[config.mk]
export PLATFORM = sky130hd
export DESIGN_NAME = debounced_trigger_shot_counter_flat
export DESIGN_NICKNAME = d
export VERILOG_FILES = /design/src/rtl/core/dtsc_pkg.sv /design/src/rtl/core/dtsc_if.sv /design/src/rtl/core/dtsc_cfg_regs.sv /design/src/rtl/core/dtsc_core.sv /design/src/rtl/core/debounced_trigger_shot_counter.sv /design/src/flat_wrapper.sv
export SDC_FILE = /design/constraint.sdc
export NUM_CORES = 1
export LEC_CHECK = 0
export BUFFER_PORTS_ARGS = -buffer_cell sky130_fd_sc_hd__buf_2
export CORE_ASPECT_RATIO = 0.8
export CORE_MARGIN = 5
export CORE_UTILIZATION = 65
export CTS_CLUSTER_DIAMETER = 120
export DETAILED_ROUTE_END_ITERATION = 10
export PLACE_DENSITY = 0.86
export SLEW_MARGIN = 20
export SYNTH_ARGS = -nofsm -noshare
export SYNTH_HDL_FRONTEND = slang
export SYNTH_SLANG_ARGS = --single-unit
[constraint.sdc]
create_clock -name i_clk -period 11.43 [get_ports i_clk]
set_input_delay 2.286 -clock i_clk [delete_from_list [all_inputs] [get_ports i_clk]]
set_output_delay 2.286 -clock i_clk [all_outputs]
set_load 0.01 [all_outputs]
[src/rtl/core/dtsc_pkg.sv]
// dtsc_pkg: types, codes and reset constants of the debounced trigger shot counter.
// No dependencies; every other file of the block refers to it, the RTL by scoped names and the testbench by import.
`timescale 1ns / 1ps

package dtsc_pkg;

    localparam int DEB_W   = 16;
    localparam int HOLD_W  = 20;
    localparam int SHOTS_W = 8;
    localparam int CIDX_W  = 3;
    localparam int CDATA_W = 20;

    localparam logic [DEB_W-1:0]   DEBOUNCE_LENGTH_RST    = DEB_W'(5000);
    localparam logic [HOLD_W-1:0]  RELOAD_HOLD_LENGTH_RST = HOLD_W'(300000);
    localparam logic [SHOTS_W-1:0] RELOAD_SHOTS_RST       = SHOTS_W'(10);
    localparam logic [SHOTS_W-1:0] INITIAL_SHOTS_RST      = SHOTS_W'(10);
    localparam logic               TRIGGER_ENABLED_RST    = 1'b1;
    localparam logic               IGNORE_GUN_PIN_RST     = 1'b0;
    localparam logic [HOLD_W-1:0]  HOLD_MAX               = {HOLD_W{1'b1}};

    // Configuration register indexes
    localparam logic [CIDX_W-1:0] CFG_DEBOUNCE_LENGTH    = 3'd0;
    localparam logic [CIDX_W-1:0] CFG_RELOAD_HOLD_LENGTH = 3'd1;
    localparam logic [CIDX_W-1:0] CFG_RELOAD_SHOTS       = 3'd2;
    localparam logic [CIDX_W-1:0] CFG_INITIAL_SHOTS      = 3'd3;
    localparam logic [CIDX_W-1:0] CFG_TRIGGER_ENABLED    = 3'd4;
    localparam logic [CIDX_W-1:0] CFG_IGNORE_GUN_PIN     = 3'd5;

    // Item kinds
    localparam logic KIND_TICK = 1'b0;
    localparam logic KIND_LOAD = 1'b1;

    // Sound event codes
    localparam logic [1:0] SND_NONE   = 2'd0;
    localparam logic [1:0] SND_FIRE   = 2'd1;
    localparam logic [1:0] SND_EMPTY  = 2'd2;
    localparam logic [1:0] SND_RELOAD = 2'd3;

    // Reported phase codes
    localparam logic [1:0] PHC_IDLE        = 2'd0;
    localparam logic [1:0] PHC_DEB_PRESS   = 2'd1;
    localparam logic [1:0] PHC_PRESSED     = 2'd2;
    localparam logic [1:0] PHC_DEB_RELEASE = 2'd3;

    typedef enum logic [3:0] {
        PH_IDLE        = 4'b0001,
        PH_DEB_PRESS   = 4'b0010,
        PH_PRESSED     = 4'b0100,
        PH_DEB_RELEASE = 4'b1000
    } t_phase;

    typedef struct packed {
        logic [DEB_W-1:0]   debounce_length;
        logic [HOLD_W-1:0]  reload_hold_length;
        logic [SHOTS_W-1:0] reload_shots;
        logic               trigger_enabled;
        logic               ignore_gun_pin;
    } t_cfg;

    typedef struct packed {
        logic               kind;
        logic               gun_level;
        logic               button_level;
        logic               reload_timer_busy;
        logic [SHOTS_W-1:0] new_shot_count;
    } t_item;

    typedef struct packed {
        logic               fire_pulse;
        logic [1:0]         sound_event;
        logic               start_reload_timer;
        logic [SHOTS_W-1:0] shots_remaining;
        logic [1:0]         phase_now;
    } t_result;

endpackage

[src/rtl/core/dtsc_if.sv]
// dtsc interfaces: valid/ready channels for input items, results and config writes.
// Depends on dtsc_pkg for field widths.
`timescale 1ns / 1ps

interface dtsc_in_if;
    logic                         valid;
    logic                         ready;
    logic                         kind;
    logic                         gun_level;
    logic                         button_level;
    logic                         reload_timer_busy;
    logic [dtsc_pkg::SHOTS_W-1:0] new_shot_count;

    modport source (output valid, kind, gun_level, button_level, reload_timer_busy,
                    new_shot_count, input ready);
    modport sink   (input valid, kind, gun_level, button_level, reload_timer_busy,
                    new_shot_count, output ready);
endinterface

interface dtsc_out_if;
    logic                         valid;
    logic                         ready;
    logic                         fire_pulse;
    logic [1:0]                   sound_event;
    logic                         start_reload_timer;
    logic [dtsc_pkg::SHOTS_W-1:0] shots_remaining;
    logic [1:0]                   phase_now;

    modport source (output valid, fire_pulse, sound_event, start_reload_timer,
                    shots_remaining, phase_now, input ready);
    modport sink   (input valid, fire_pulse, sound_event, start_reload_timer,
                    shots_remaining, phase_now, output ready);
endinterface

interface dtsc_cfg_if;
    logic                         valid;
    logic                         ready;
    logic [dtsc_pkg::CIDX_W-1:0]  index;
    logic [dtsc_pkg::CDATA_W-1:0] data;

    modport source (output valid, index, data, input ready);
    modport sink   (input valid, index, data, output ready);
endinterface

[src/rtl/core/dtsc_cfg_regs.sv]
// dtsc_cfg_regs: configuration register file, written one register per transaction.
// Depends on dtsc_pkg.
`timescale 1ns / 1ps

module dtsc_cfg_regs (
    input  logic                         i_clk,
    input  logic                         i_rst_n,
    input  logic                         i_wr,
    input  logic [dtsc_pkg::CIDX_W-1:0]  i_index,
    input  logic [dtsc_pkg::CDATA_W-1:0] i_data,
    output dtsc_pkg::t_cfg               o_cfg
);

    dtsc_pkg::t_cfg r_cfg;

    // The initial shot count only sets the count after reset, and reset restores
    // its default, so a write to it has no visible effect: accept and drop it.
    always_ff @(posedge i_clk) begin
        if (!i_rst_n) begin
            r_cfg.debounce_length    <= dtsc_pkg::DEBOUNCE_LENGTH_RST;
            r_cfg.reload_hold_length <= dtsc_pkg::RELOAD_HOLD_LENGTH_RST;
            r_cfg.reload_shots       <= dtsc_pkg::RELOAD_SHOTS_RST;
            r_cfg.trigger_enabled    <= dtsc_pkg::TRIGGER_ENABLED_RST;
            r_cfg.ignore_gun_pin     <= dtsc_pkg::IGNORE_GUN_PIN_RST;
        end else if (i_wr) begin
            case (i_index)
                dtsc_pkg::CFG_DEBOUNCE_LENGTH:
                    r_cfg.debounce_length <= i_data[dtsc_pkg::DEB_W-1:0];
                dtsc_pkg::CFG_RELOAD_HOLD_LENGTH:
                    r_cfg.reload_hold_length <= i_data[dtsc_pkg::HOLD_W-1:0];
                dtsc_pkg::CFG_RELOAD_SHOTS:
                    r_cfg.reload_shots <= i_data[dtsc_pkg::SHOTS_W-1:0];
                dtsc_pkg::CFG_TRIGGER_ENABLED:
                    r_cfg.trigger_enabled <= i_data[0];
                dtsc_pkg::CFG_IGNORE_GUN_PIN:
                    r_cfg.ignore_gun_pin <= i_data[0];
                default: ;
            endcase
        end
    end

    assign o_cfg = r_cfg;

endmodule

[src/rtl/core/dtsc_core.sv]
// dtsc_core: trigger debounce machine, hold counter and shot count, one item per strobe.
// Depends on dtsc_pkg; the result is combinational and is registered by the caller.
`timescale 1ns / 1ps

module dtsc_core (
    input  logic              i_clk,
    input  logic              i_rst_n,
    input  logic              i_step,
    input  dtsc_pkg::t_cfg    i_cfg,
    input  dtsc_pkg::t_item   i_item,
    output dtsc_pkg::t_result o_result
);

    dtsc_pkg::t_phase             r_phase, n_phase;
    logic [dtsc_pkg::DEB_W-1:0]   r_deb, n_deb;
    logic [dtsc_pkg::HOLD_W-1:0]  r_hold, n_hold;
    logic [dtsc_pkg::SHOTS_W-1:0] r_shots, n_shots;

    logic       level;
    logic       fire;
    logic       start;
    logic [1:0] sound;
    logic [1:0] phase_code;

    assign level = (!i_cfg.ignore_gun_pin && i_item.gun_level) || i_item.button_level;

    always_comb begin
        n_phase = r_phase;
        n_deb   = r_deb;
        n_hold  = r_hold;
        n_shots = r_shots;
        fire    = 1'b0;
        start   = 1'b0;
        sound   = dtsc_pkg::SND_NONE;
        if (i_item.kind == dtsc_pkg::KIND_LOAD) begin
            n_shots = i_item.new_shot_count;
        end else begin
            // Phase transition on the trigger level
            case (r_phase)
                dtsc_pkg::PH_IDLE: begin
                    if (i_cfg.trigger_enabled && level) begin
                        n_phase = dtsc_pkg::PH_DEB_PRESS;
                        n_deb   = i_cfg.debounce_length;
                    end
                end
                dtsc_pkg::PH_DEB_PRESS: begin
                    if (!level) begin
                        n_phase = dtsc_pkg::PH_IDLE;
                    end else if (r_deb == '0) begin
                        n_hold  = '0;
                        n_phase = dtsc_pkg::PH_PRESSED;
                        if (r_shots != '0) begin
                            fire    = 1'b1;
                            sound   = dtsc_pkg::SND_FIRE;
                            n_shots = r_shots - dtsc_pkg::SHOTS_W'(1);
                        end else begin
                            sound = dtsc_pkg::SND_EMPTY;
                        end
                    end
                end
                dtsc_pkg::PH_PRESSED: begin
                    if (!level) begin
                        n_phase = dtsc_pkg::PH_DEB_RELEASE;
                        n_deb   = i_cfg.debounce_length;
                    end
                end
                default: begin
                    if (level) begin
                        n_phase = dtsc_pkg::PH_PRESSED;
                    end else if (r_deb == '0) begin
                        n_phase = dtsc_pkg::PH_IDLE;
                    end
                end
            endcase
            // Work of the phase just entered
            case (n_phase)
                dtsc_pkg::PH_IDLE: begin
                    start = !i_item.reload_timer_busy && (n_shots == '0);
                end
                dtsc_pkg::PH_PRESSED: begin
                    if (n_hold >= i_cfg.reload_hold_length) begin
                        sound   = dtsc_pkg::SND_RELOAD;
                        n_shots = i_cfg.reload_shots;
                    end
                    if (n_hold != dtsc_pkg::HOLD_MAX) begin
                        n_hold = n_hold + dtsc_pkg::HOLD_W'(1);
                    end
                end
                default: begin
                    if (n_deb != '0) begin
                        n_deb = n_deb - dtsc_pkg::DEB_W'(1);
                    end
                end
            endcase
        end
    end

    always_comb begin
        case (n_phase)
            dtsc_pkg::PH_IDLE:      phase_code = dtsc_pkg::PHC_IDLE;
            dtsc_pkg::PH_DEB_PRESS: phase_code = dtsc_pkg::PHC_DEB_PRESS;
            dtsc_pkg::PH_PRESSED:   phase_code = dtsc_pkg::PHC_PRESSED;
            default:                phase_code = dtsc_pkg::PHC_DEB_RELEASE;
        endcase
    end

    always_ff @(posedge i_clk) begin
        if (!i_rst_n) begin
            r_phase <= dtsc_pkg::PH_IDLE;
            r_deb   <= '0;
            r_hold  <= '0;
            r_shots <= dtsc_pkg::INITIAL_SHOTS_RST;
        end else if (i_step) begin
            r_phase <= n_phase;
            r_deb   <= n_deb;
            r_hold  <= n_hold;
            r_shots <= n_shots;
        end
    end

    assign o_result.fire_pulse         = fire;
    assign o_result.sound_event        = sound;
    assign o_result.start_reload_timer = start;
    assign o_result.shots_remaining    = n_shots;
    assign o_result.phase_now          = phase_code;

endmodule

[src/rtl/core/debounced_trigger_shot_counter.sv]
// debounced_trigger_shot_counter: top level of the trigger debounce and shot counter.
// Depends on dtsc_pkg, dtsc_if, dtsc_cfg_regs and dtsc_core.
//
//  channel  | dir | payload                                              | transaction
//  ---------+-----+------------------------------------------------------+-------------------
//  i_in     | in  | kind, gun_level, button_level, reload_timer_busy,   | one tick or load
//           |     | new_shot_count                                       |
//  o_out    | out | fire_pulse, sound_event, start_reload_timer,         | one result per item
//           |     | shots_remaining, phase_now                           |
//  i_cfg    | in  | index, data                                          | one register write
//
// The state update is a single pass of logic from the accepted item into the result
// register, so a new item is taken every cycle while the result is not stalled.
// Result valid rises in the cycle after the input transaction.
// Reset (synchronous, active low) restores register defaults, idles the machine and
// sets the shot count to its starting value. When the result is stalled, i_in holds
// off until the waiting result is taken; configuration writes are always accepted.
`timescale 1ns / 1ps

module debounced_trigger_shot_counter (
    input  logic       i_clk,
    input  logic       i_rst_n,
    dtsc_in_if.sink    i_in,
    dtsc_out_if.source o_out,
    dtsc_cfg_if.sink   i_cfg
);

    dtsc_pkg::t_cfg    cfg;
    dtsc_pkg::t_item   item;
    dtsc_pkg::t_result result;
    dtsc_pkg::t_result r_result;
    logic              r_out_valid;
    logic              in_take;

    // Take a new item whenever the result register is empty or drains this cycle
    assign i_in.ready = !r_out_valid || o_out.ready;
    assign in_take    = i_in.valid && i_in.ready;

    // Configuration is never back-pressured
    assign i_cfg.ready = 1'b1;

    dtsc_cfg_regs u_cfg_regs (
        .i_clk   (i_clk),
        .i_rst_n (i_rst_n),
        .i_wr    (i_cfg.valid),
        .i_index (i_cfg.index),
        .i_data  (i_cfg.data),
        .o_cfg   (cfg)
    );

    assign item.kind              = i_in.kind;
    assign item.gun_level         = i_in.gun_level;
    assign item.button_level      = i_in.button_level;
    assign item.reload_timer_busy = i_in.reload_timer_busy;
    assign item.new_shot_count    = i_in.new_shot_count;

    // Advance the machine only on an accepted item
    dtsc_core u_core (
        .i_clk    (i_clk),
        .i_rst_n  (i_rst_n),
        .i_step   (in_take),
        .i_cfg    (cfg),
        .i_item   (item),
        .o_result (result)
    );

    // Result register: hold while stalled, load on each accepted item
    always_ff @(posedge i_clk) begin
        if (!i_rst_n) begin
            r_out_valid <= 1'b0;
        end else if (in_take) begin
            r_out_valid <= 1'b1;
        end else if (o_out.ready) begin
            r_out_valid <= 1'b0;
        end
    end

    always_ff @(posedge i_clk) begin
        if (in_take) begin
            r_result <= result;
        end
    end

    assign o_out.valid              = r_out_valid;
    assign o_out.fire_pulse         = r_result.fire_pulse;
    assign o_out.sound_event        = r_result.sound_event;
    assign o_out.start_reload_timer = r_result.start_reload_timer;
    assign o_out.shots_remaining    = r_result.shots_remaining;
    assign o_out.phase_now          = r_result.phase_now;

endmodule

[src/flat_wrapper.sv]
// flat-port wrapper written by rule: the top's interface ports become plain ports
module debounced_trigger_shot_counter_flat 
  (i_clk, i_rst_n, i_in_valid, i_in_kind, i_in_gun_level, i_in_button_level, i_in_reload_timer_busy, i_in_new_shot_count, i_in_ready, o_out_valid, o_out_fire_pulse, o_out_sound_event, o_out_start_reload_timer, o_out_shots_remaining, o_out_phase_now, o_out_ready, i_cfg_valid, i_cfg_index, i_cfg_data, i_cfg_ready);
  dtsc_in_if i_in_i ();
  dtsc_out_if o_out_i ();
  dtsc_cfg_if i_cfg_i ();
  input  logic i_clk;
  input  logic i_rst_n;
  input wire logic [$bits(i_in_i.valid)-1:0] i_in_valid;
  input wire logic [$bits(i_in_i.kind)-1:0] i_in_kind;
  input wire logic [$bits(i_in_i.gun_level)-1:0] i_in_gun_level;
  input wire logic [$bits(i_in_i.button_level)-1:0] i_in_button_level;
  input wire logic [$bits(i_in_i.reload_timer_busy)-1:0] i_in_reload_timer_busy;
  input wire logic [$bits(i_in_i.new_shot_count)-1:0] i_in_new_shot_count;
  output wire logic [$bits(i_in_i.ready)-1:0] i_in_ready;
  output wire logic [$bits(o_out_i.valid)-1:0] o_out_valid;
  output wire logic [$bits(o_out_i.fire_pulse)-1:0] o_out_fire_pulse;
  output wire logic [$bits(o_out_i.sound_event)-1:0] o_out_sound_event;
  output wire logic [$bits(o_out_i.start_reload_timer)-1:0] o_out_start_reload_timer;
  output wire logic [$bits(o_out_i.shots_remaining)-1:0] o_out_shots_remaining;
  output wire logic [$bits(o_out_i.phase_now)-1:0] o_out_phase_now;
  input wire logic [$bits(o_out_i.ready)-1:0] o_out_ready;
  input wire logic [$bits(i_cfg_i.valid)-1:0] i_cfg_valid;
  input wire logic [$bits(i_cfg_i.index)-1:0] i_cfg_index;
  input wire logic [$bits(i_cfg_i.data)-1:0] i_cfg_data;
  output wire logic [$bits(i_cfg_i.ready)-1:0] i_cfg_ready;
  assign i_in_i.valid = i_in_valid;
  assign i_in_i.kind = i_in_kind;
  assign i_in_i.gun_level = i_in_gun_level;
  assign i_in_i.button_level = i_in_button_level;
  assign i_in_i.reload_timer_busy = i_in_reload_timer_busy;
  assign i_in_i.new_shot_count = i_in_new_shot_count;
  assign i_in_ready = i_in_i.ready;
  assign o_out_valid = o_out_i.valid;
  assign o_out_fire_pulse = o_out_i.fire_pulse;
  assign o_out_sound_event = o_out_i.sound_event;
  assign o_out_start_reload_timer = o_out_i.start_reload_timer;
  assign o_out_shots_remaining = o_out_i.shots_remaining;
  assign o_out_phase_now = o_out_i.phase_now;
  assign o_out_i.ready = o_out_ready;
  assign i_cfg_i.valid = i_cfg_valid;
  assign i_cfg_i.index = i_cfg_index;
  assign i_cfg_i.data = i_cfg_data;
  assign i_cfg_ready = i_cfg_i.ready;
  debounced_trigger_shot_counter u_core (.i_clk(i_clk), .i_rst_n(i_rst_n), .i_in(i_in_i), .o_out(o_out_i), .i_cfg(i_cfg_i));
endmodule
==> impl_metrics.ini <==
[status]
status = finished, final reports clean

[cts]
cts_tree = yes
numCtsBuffers = 9
cts_sinks = 109
clock_path_buffers = 2
postCtsHoldBufs = 0
htree_levels = 3
ctsResizeCount = 0
path_clk_slew_ns = 0.07
root_buffer = clkbuf_16
postCtsSetupBuffers = 0
insertion_delay_ns = 0.36

[synth]
synth.avg_cell_area_um2 = 7.888
synth_cell_type_count = 73
synth_common_cells = nand2_1, dfxtp_1, a21oi_1
synth_top_family_by_area = simple AND/OR/NAND/NOR gates
synth_xor_area_frac = 0.02271
async_flop_share = 0
yosysWarningCount = 0
yosys-top-cells-area = dfxtp_1, nand2_1, edfxtp_1
synth_fa_ha_area_frac = 0.04772
synth_compound_area_frac = 0.1985
yosysSeqAreaShare = 0.3543
synth_most_common_cell = nand2_1
yosys-mux-area-fraction = 0.04581
ys_ff_latch = 109
yosys.area_share.simple = 0.2812
syn-num-nets = 896
netlist_area_um2 = 6555
yosys_most_used_dff = dfxtp_1
syn_inst = 831
synth_top_area_share = 0.2901
netlist.top_cell.by_area = dfxtp_1
synth_edf_count = 14

[global_route]
overflow = 0
grt_antenna_before_repair = 0
grt_max_degree = 54
grt_pass1_wl_um = 29540
grt_pass1_vias = 6134
grtUsageTotal = 0.2994

[floorplanning]
die_y_um = 99.82
start_util = 0.6737
dieArea_um2 = 12210
rows = 32
core_um2 = 9729
num_io_pins = 57
fp.dieW_um = 122.3

[place]
numPortBuffers = 55
dp_hpwl_um = 12920
dp_cells = 985
place_congestion = 0.9719

[routing]
wire_per_inst_um = 18.09
vias = 6395
drt-initial-drc-count = 822
viasPerCell = 6.389
drcViolationCount = 0
ant_nets = 0
drt_wl_total_um = 18110
drtPass1Iterations = 7

[worst_hold_path]
min_path_type = flop to flop

[sta]
whs_ns = 0.4602
max-slew-margin-rel = 0.2951
fin_crit_sh = 0.5425
worst_pin_slew_ns = 1.055
finalHoldViolCount = 0
setup_viol = 0
rsz0062_at_grt = no
period_minus_slack_ns = 6.200
slew_violations = 0
fin_tns_setup_ns = 0
clock_skew_ns = 0.006852
fmax_mhz = 161.3

[critical_path]
max_stage_delay_ns = 0.69
setup.worst_path.class = input port to flop
crit_chain = buf_2, nor2b_1, o21ai_1, or3_1, and2_1, ha_1, a21o_1, a211oi_1, o211a_1, o21ai_0, a221oi_1, buf_2, nor2_1, a211oi_1, nor2_1
cp_top_family = compound AO/OA/AOI/OAI gates
crit_fanout = 25
crit_path_start_kind = input port
worst_path_max_delay_cell = or3_1
worstPathArrival_ns = 6.30
required_ns = 11.53
end_kind = flop
path_buf_inv = 2

[run]
maxCapViolCount = 0

[cells_and_area]
antennaDiodeCount = 0
layout.cells.non_filler = 1001
area_growth_pct = 9.697
layout-drive-gt1-share = 0.1214
filler_cell_count = 738
fin_nets = 925

[power]
p_leak_nw = 2.879
p_total_mw = 1.005
power_density_nw_per_um2 = 139.8
ir_drop_mv = 0.1098
==> layer usage <==
layer  vias to the layer above  GRT usage  share of wire
met5                         -          0              0
met4                         0     0.1145          0.026
met3                        51    0.05521          0.099
met2                       371     0.4780           0.45
met1                      2944     0.4048           0.42
li1                       3029          -              -
==> report_power, final <==
part	total [mW]	leakage [nW]	internal [mW]	switching (mW)
sequential	0.433	0.910	0.408	0.0250
combinational	0.237	1.81	0.0896	0.147
clock	0.335	0.159	0.190	0.145
total	1.01	2.88	0.688	0.317
==> cell type report <==
class                           count  area [um^2]  share of cell area
Tap cell                          136        170.2             0.02366
Inverter                           31        116.4             0.01618
Clock inverter                      4        50.05            0.006960
Clock buffer                       12        267.8             0.03724
Timing Repair Buffer               65        347.8             0.04837
Sequential cell                   109         2322              0.3230
Multi-Input combinational cell    644         3916              0.5446
==> worst paths after layout <==
kind	cells past startpoint	slack, ns	end	start
hold / removal	2	0.46	u_core.u_cfg_regs.o_cfg[29]	u_core.u_cfg_regs.o_cfg[29]
setup reg to reg	14	6.19	u_core.o_out.shots_remaining[1]	u_core.u_core.r_phase[1]
hold reg to reg	2	0.46	u_core.u_cfg_regs.o_cfg[29]	u_core.u_cfg_regs.o_cfg[29]
setup / recovery	15	5.23	u_core.o_out.shots_remaining[1]	i_in_gun_level
==> flip-flops by register name, summed over array words and instances (netlist names), 2 cells and up <==
signal,flops
u_core.u_cfg_regs.o_cfg,46
u_core.u_core.r_hold,20
u_core.u_core.r_deb,16
u_core.o_out.shots_remaining,8
u_core.u_core.r_shots,8
u_core.u_core.r_phase,4
u_core.o_out.phase_now,2
u_core.o_out.sound_event,2
==> per-stage QoR <==
stage | cell area [um^2] | util | setup WS [ns]
2_1_floorplan | 6555 | - | 5.519
3_3_place_gp | 6868 | 0.7059 | 4.866
3_5_place_dp | 6873 | 0.7064 | 4.984
4_1_cts | 7191 | 0.7391 | 5.325
5_1_grt | 7191 | 0.7391 | 5.016
6_report | 7191 | 0.7391 | 5.230
==> cell usage in the layout, fill, tap and decap left out, drive strengths merged, types with 6 or more instances in the layout <==
cell | netlist | routed
a211oi | 7 | 7
a21o | 8 | 8
a21oi | 64 | 64
a31oi | 9 | 9
and2 | 24 | 24
and3 | 6 | 6
buf | 12 | 65
clkbuf | 35 | 12
dfxtp | 95 | 95
edfxtp | 14 | 14
ha | 25 | 25
inv | 30 | 31
mux2 | 8 | 8
mux2i | 21 | 21
nand2 | 166 | 166
nand3 | 32 | 32
nand4 | 13 | 13
nor2 | 62 | 62
nor3 | 20 | 20
nor4 | 17 | 17
o211ai | 11 | 11
o21ai | 31 | 31
o21ba | 6 | 6
o31ai | 11 | 11
or3 | 11 | 11
xor2 | 13 | 13
==> tightest hold or removal path, stage by stage (launching register included) <==
cell and delay (ns):
dfxtp_1 0.31, nand2_1 0.05, a21oi_1 0.05
==> kinds of logic (layout without fill, tap and decap cells) <==
group,after synthesis,after routing
and+or+nand+nor,380,380
adders and majority gates,25,25
other,1,1
AOI/OAI and AO/OA,192,192
xor gates and xnor gates,17,17
DFF,109,109
buffers and inverters,78,112
muxes,29,29
No activity file was read; power rests on OpenSTA's default activity.
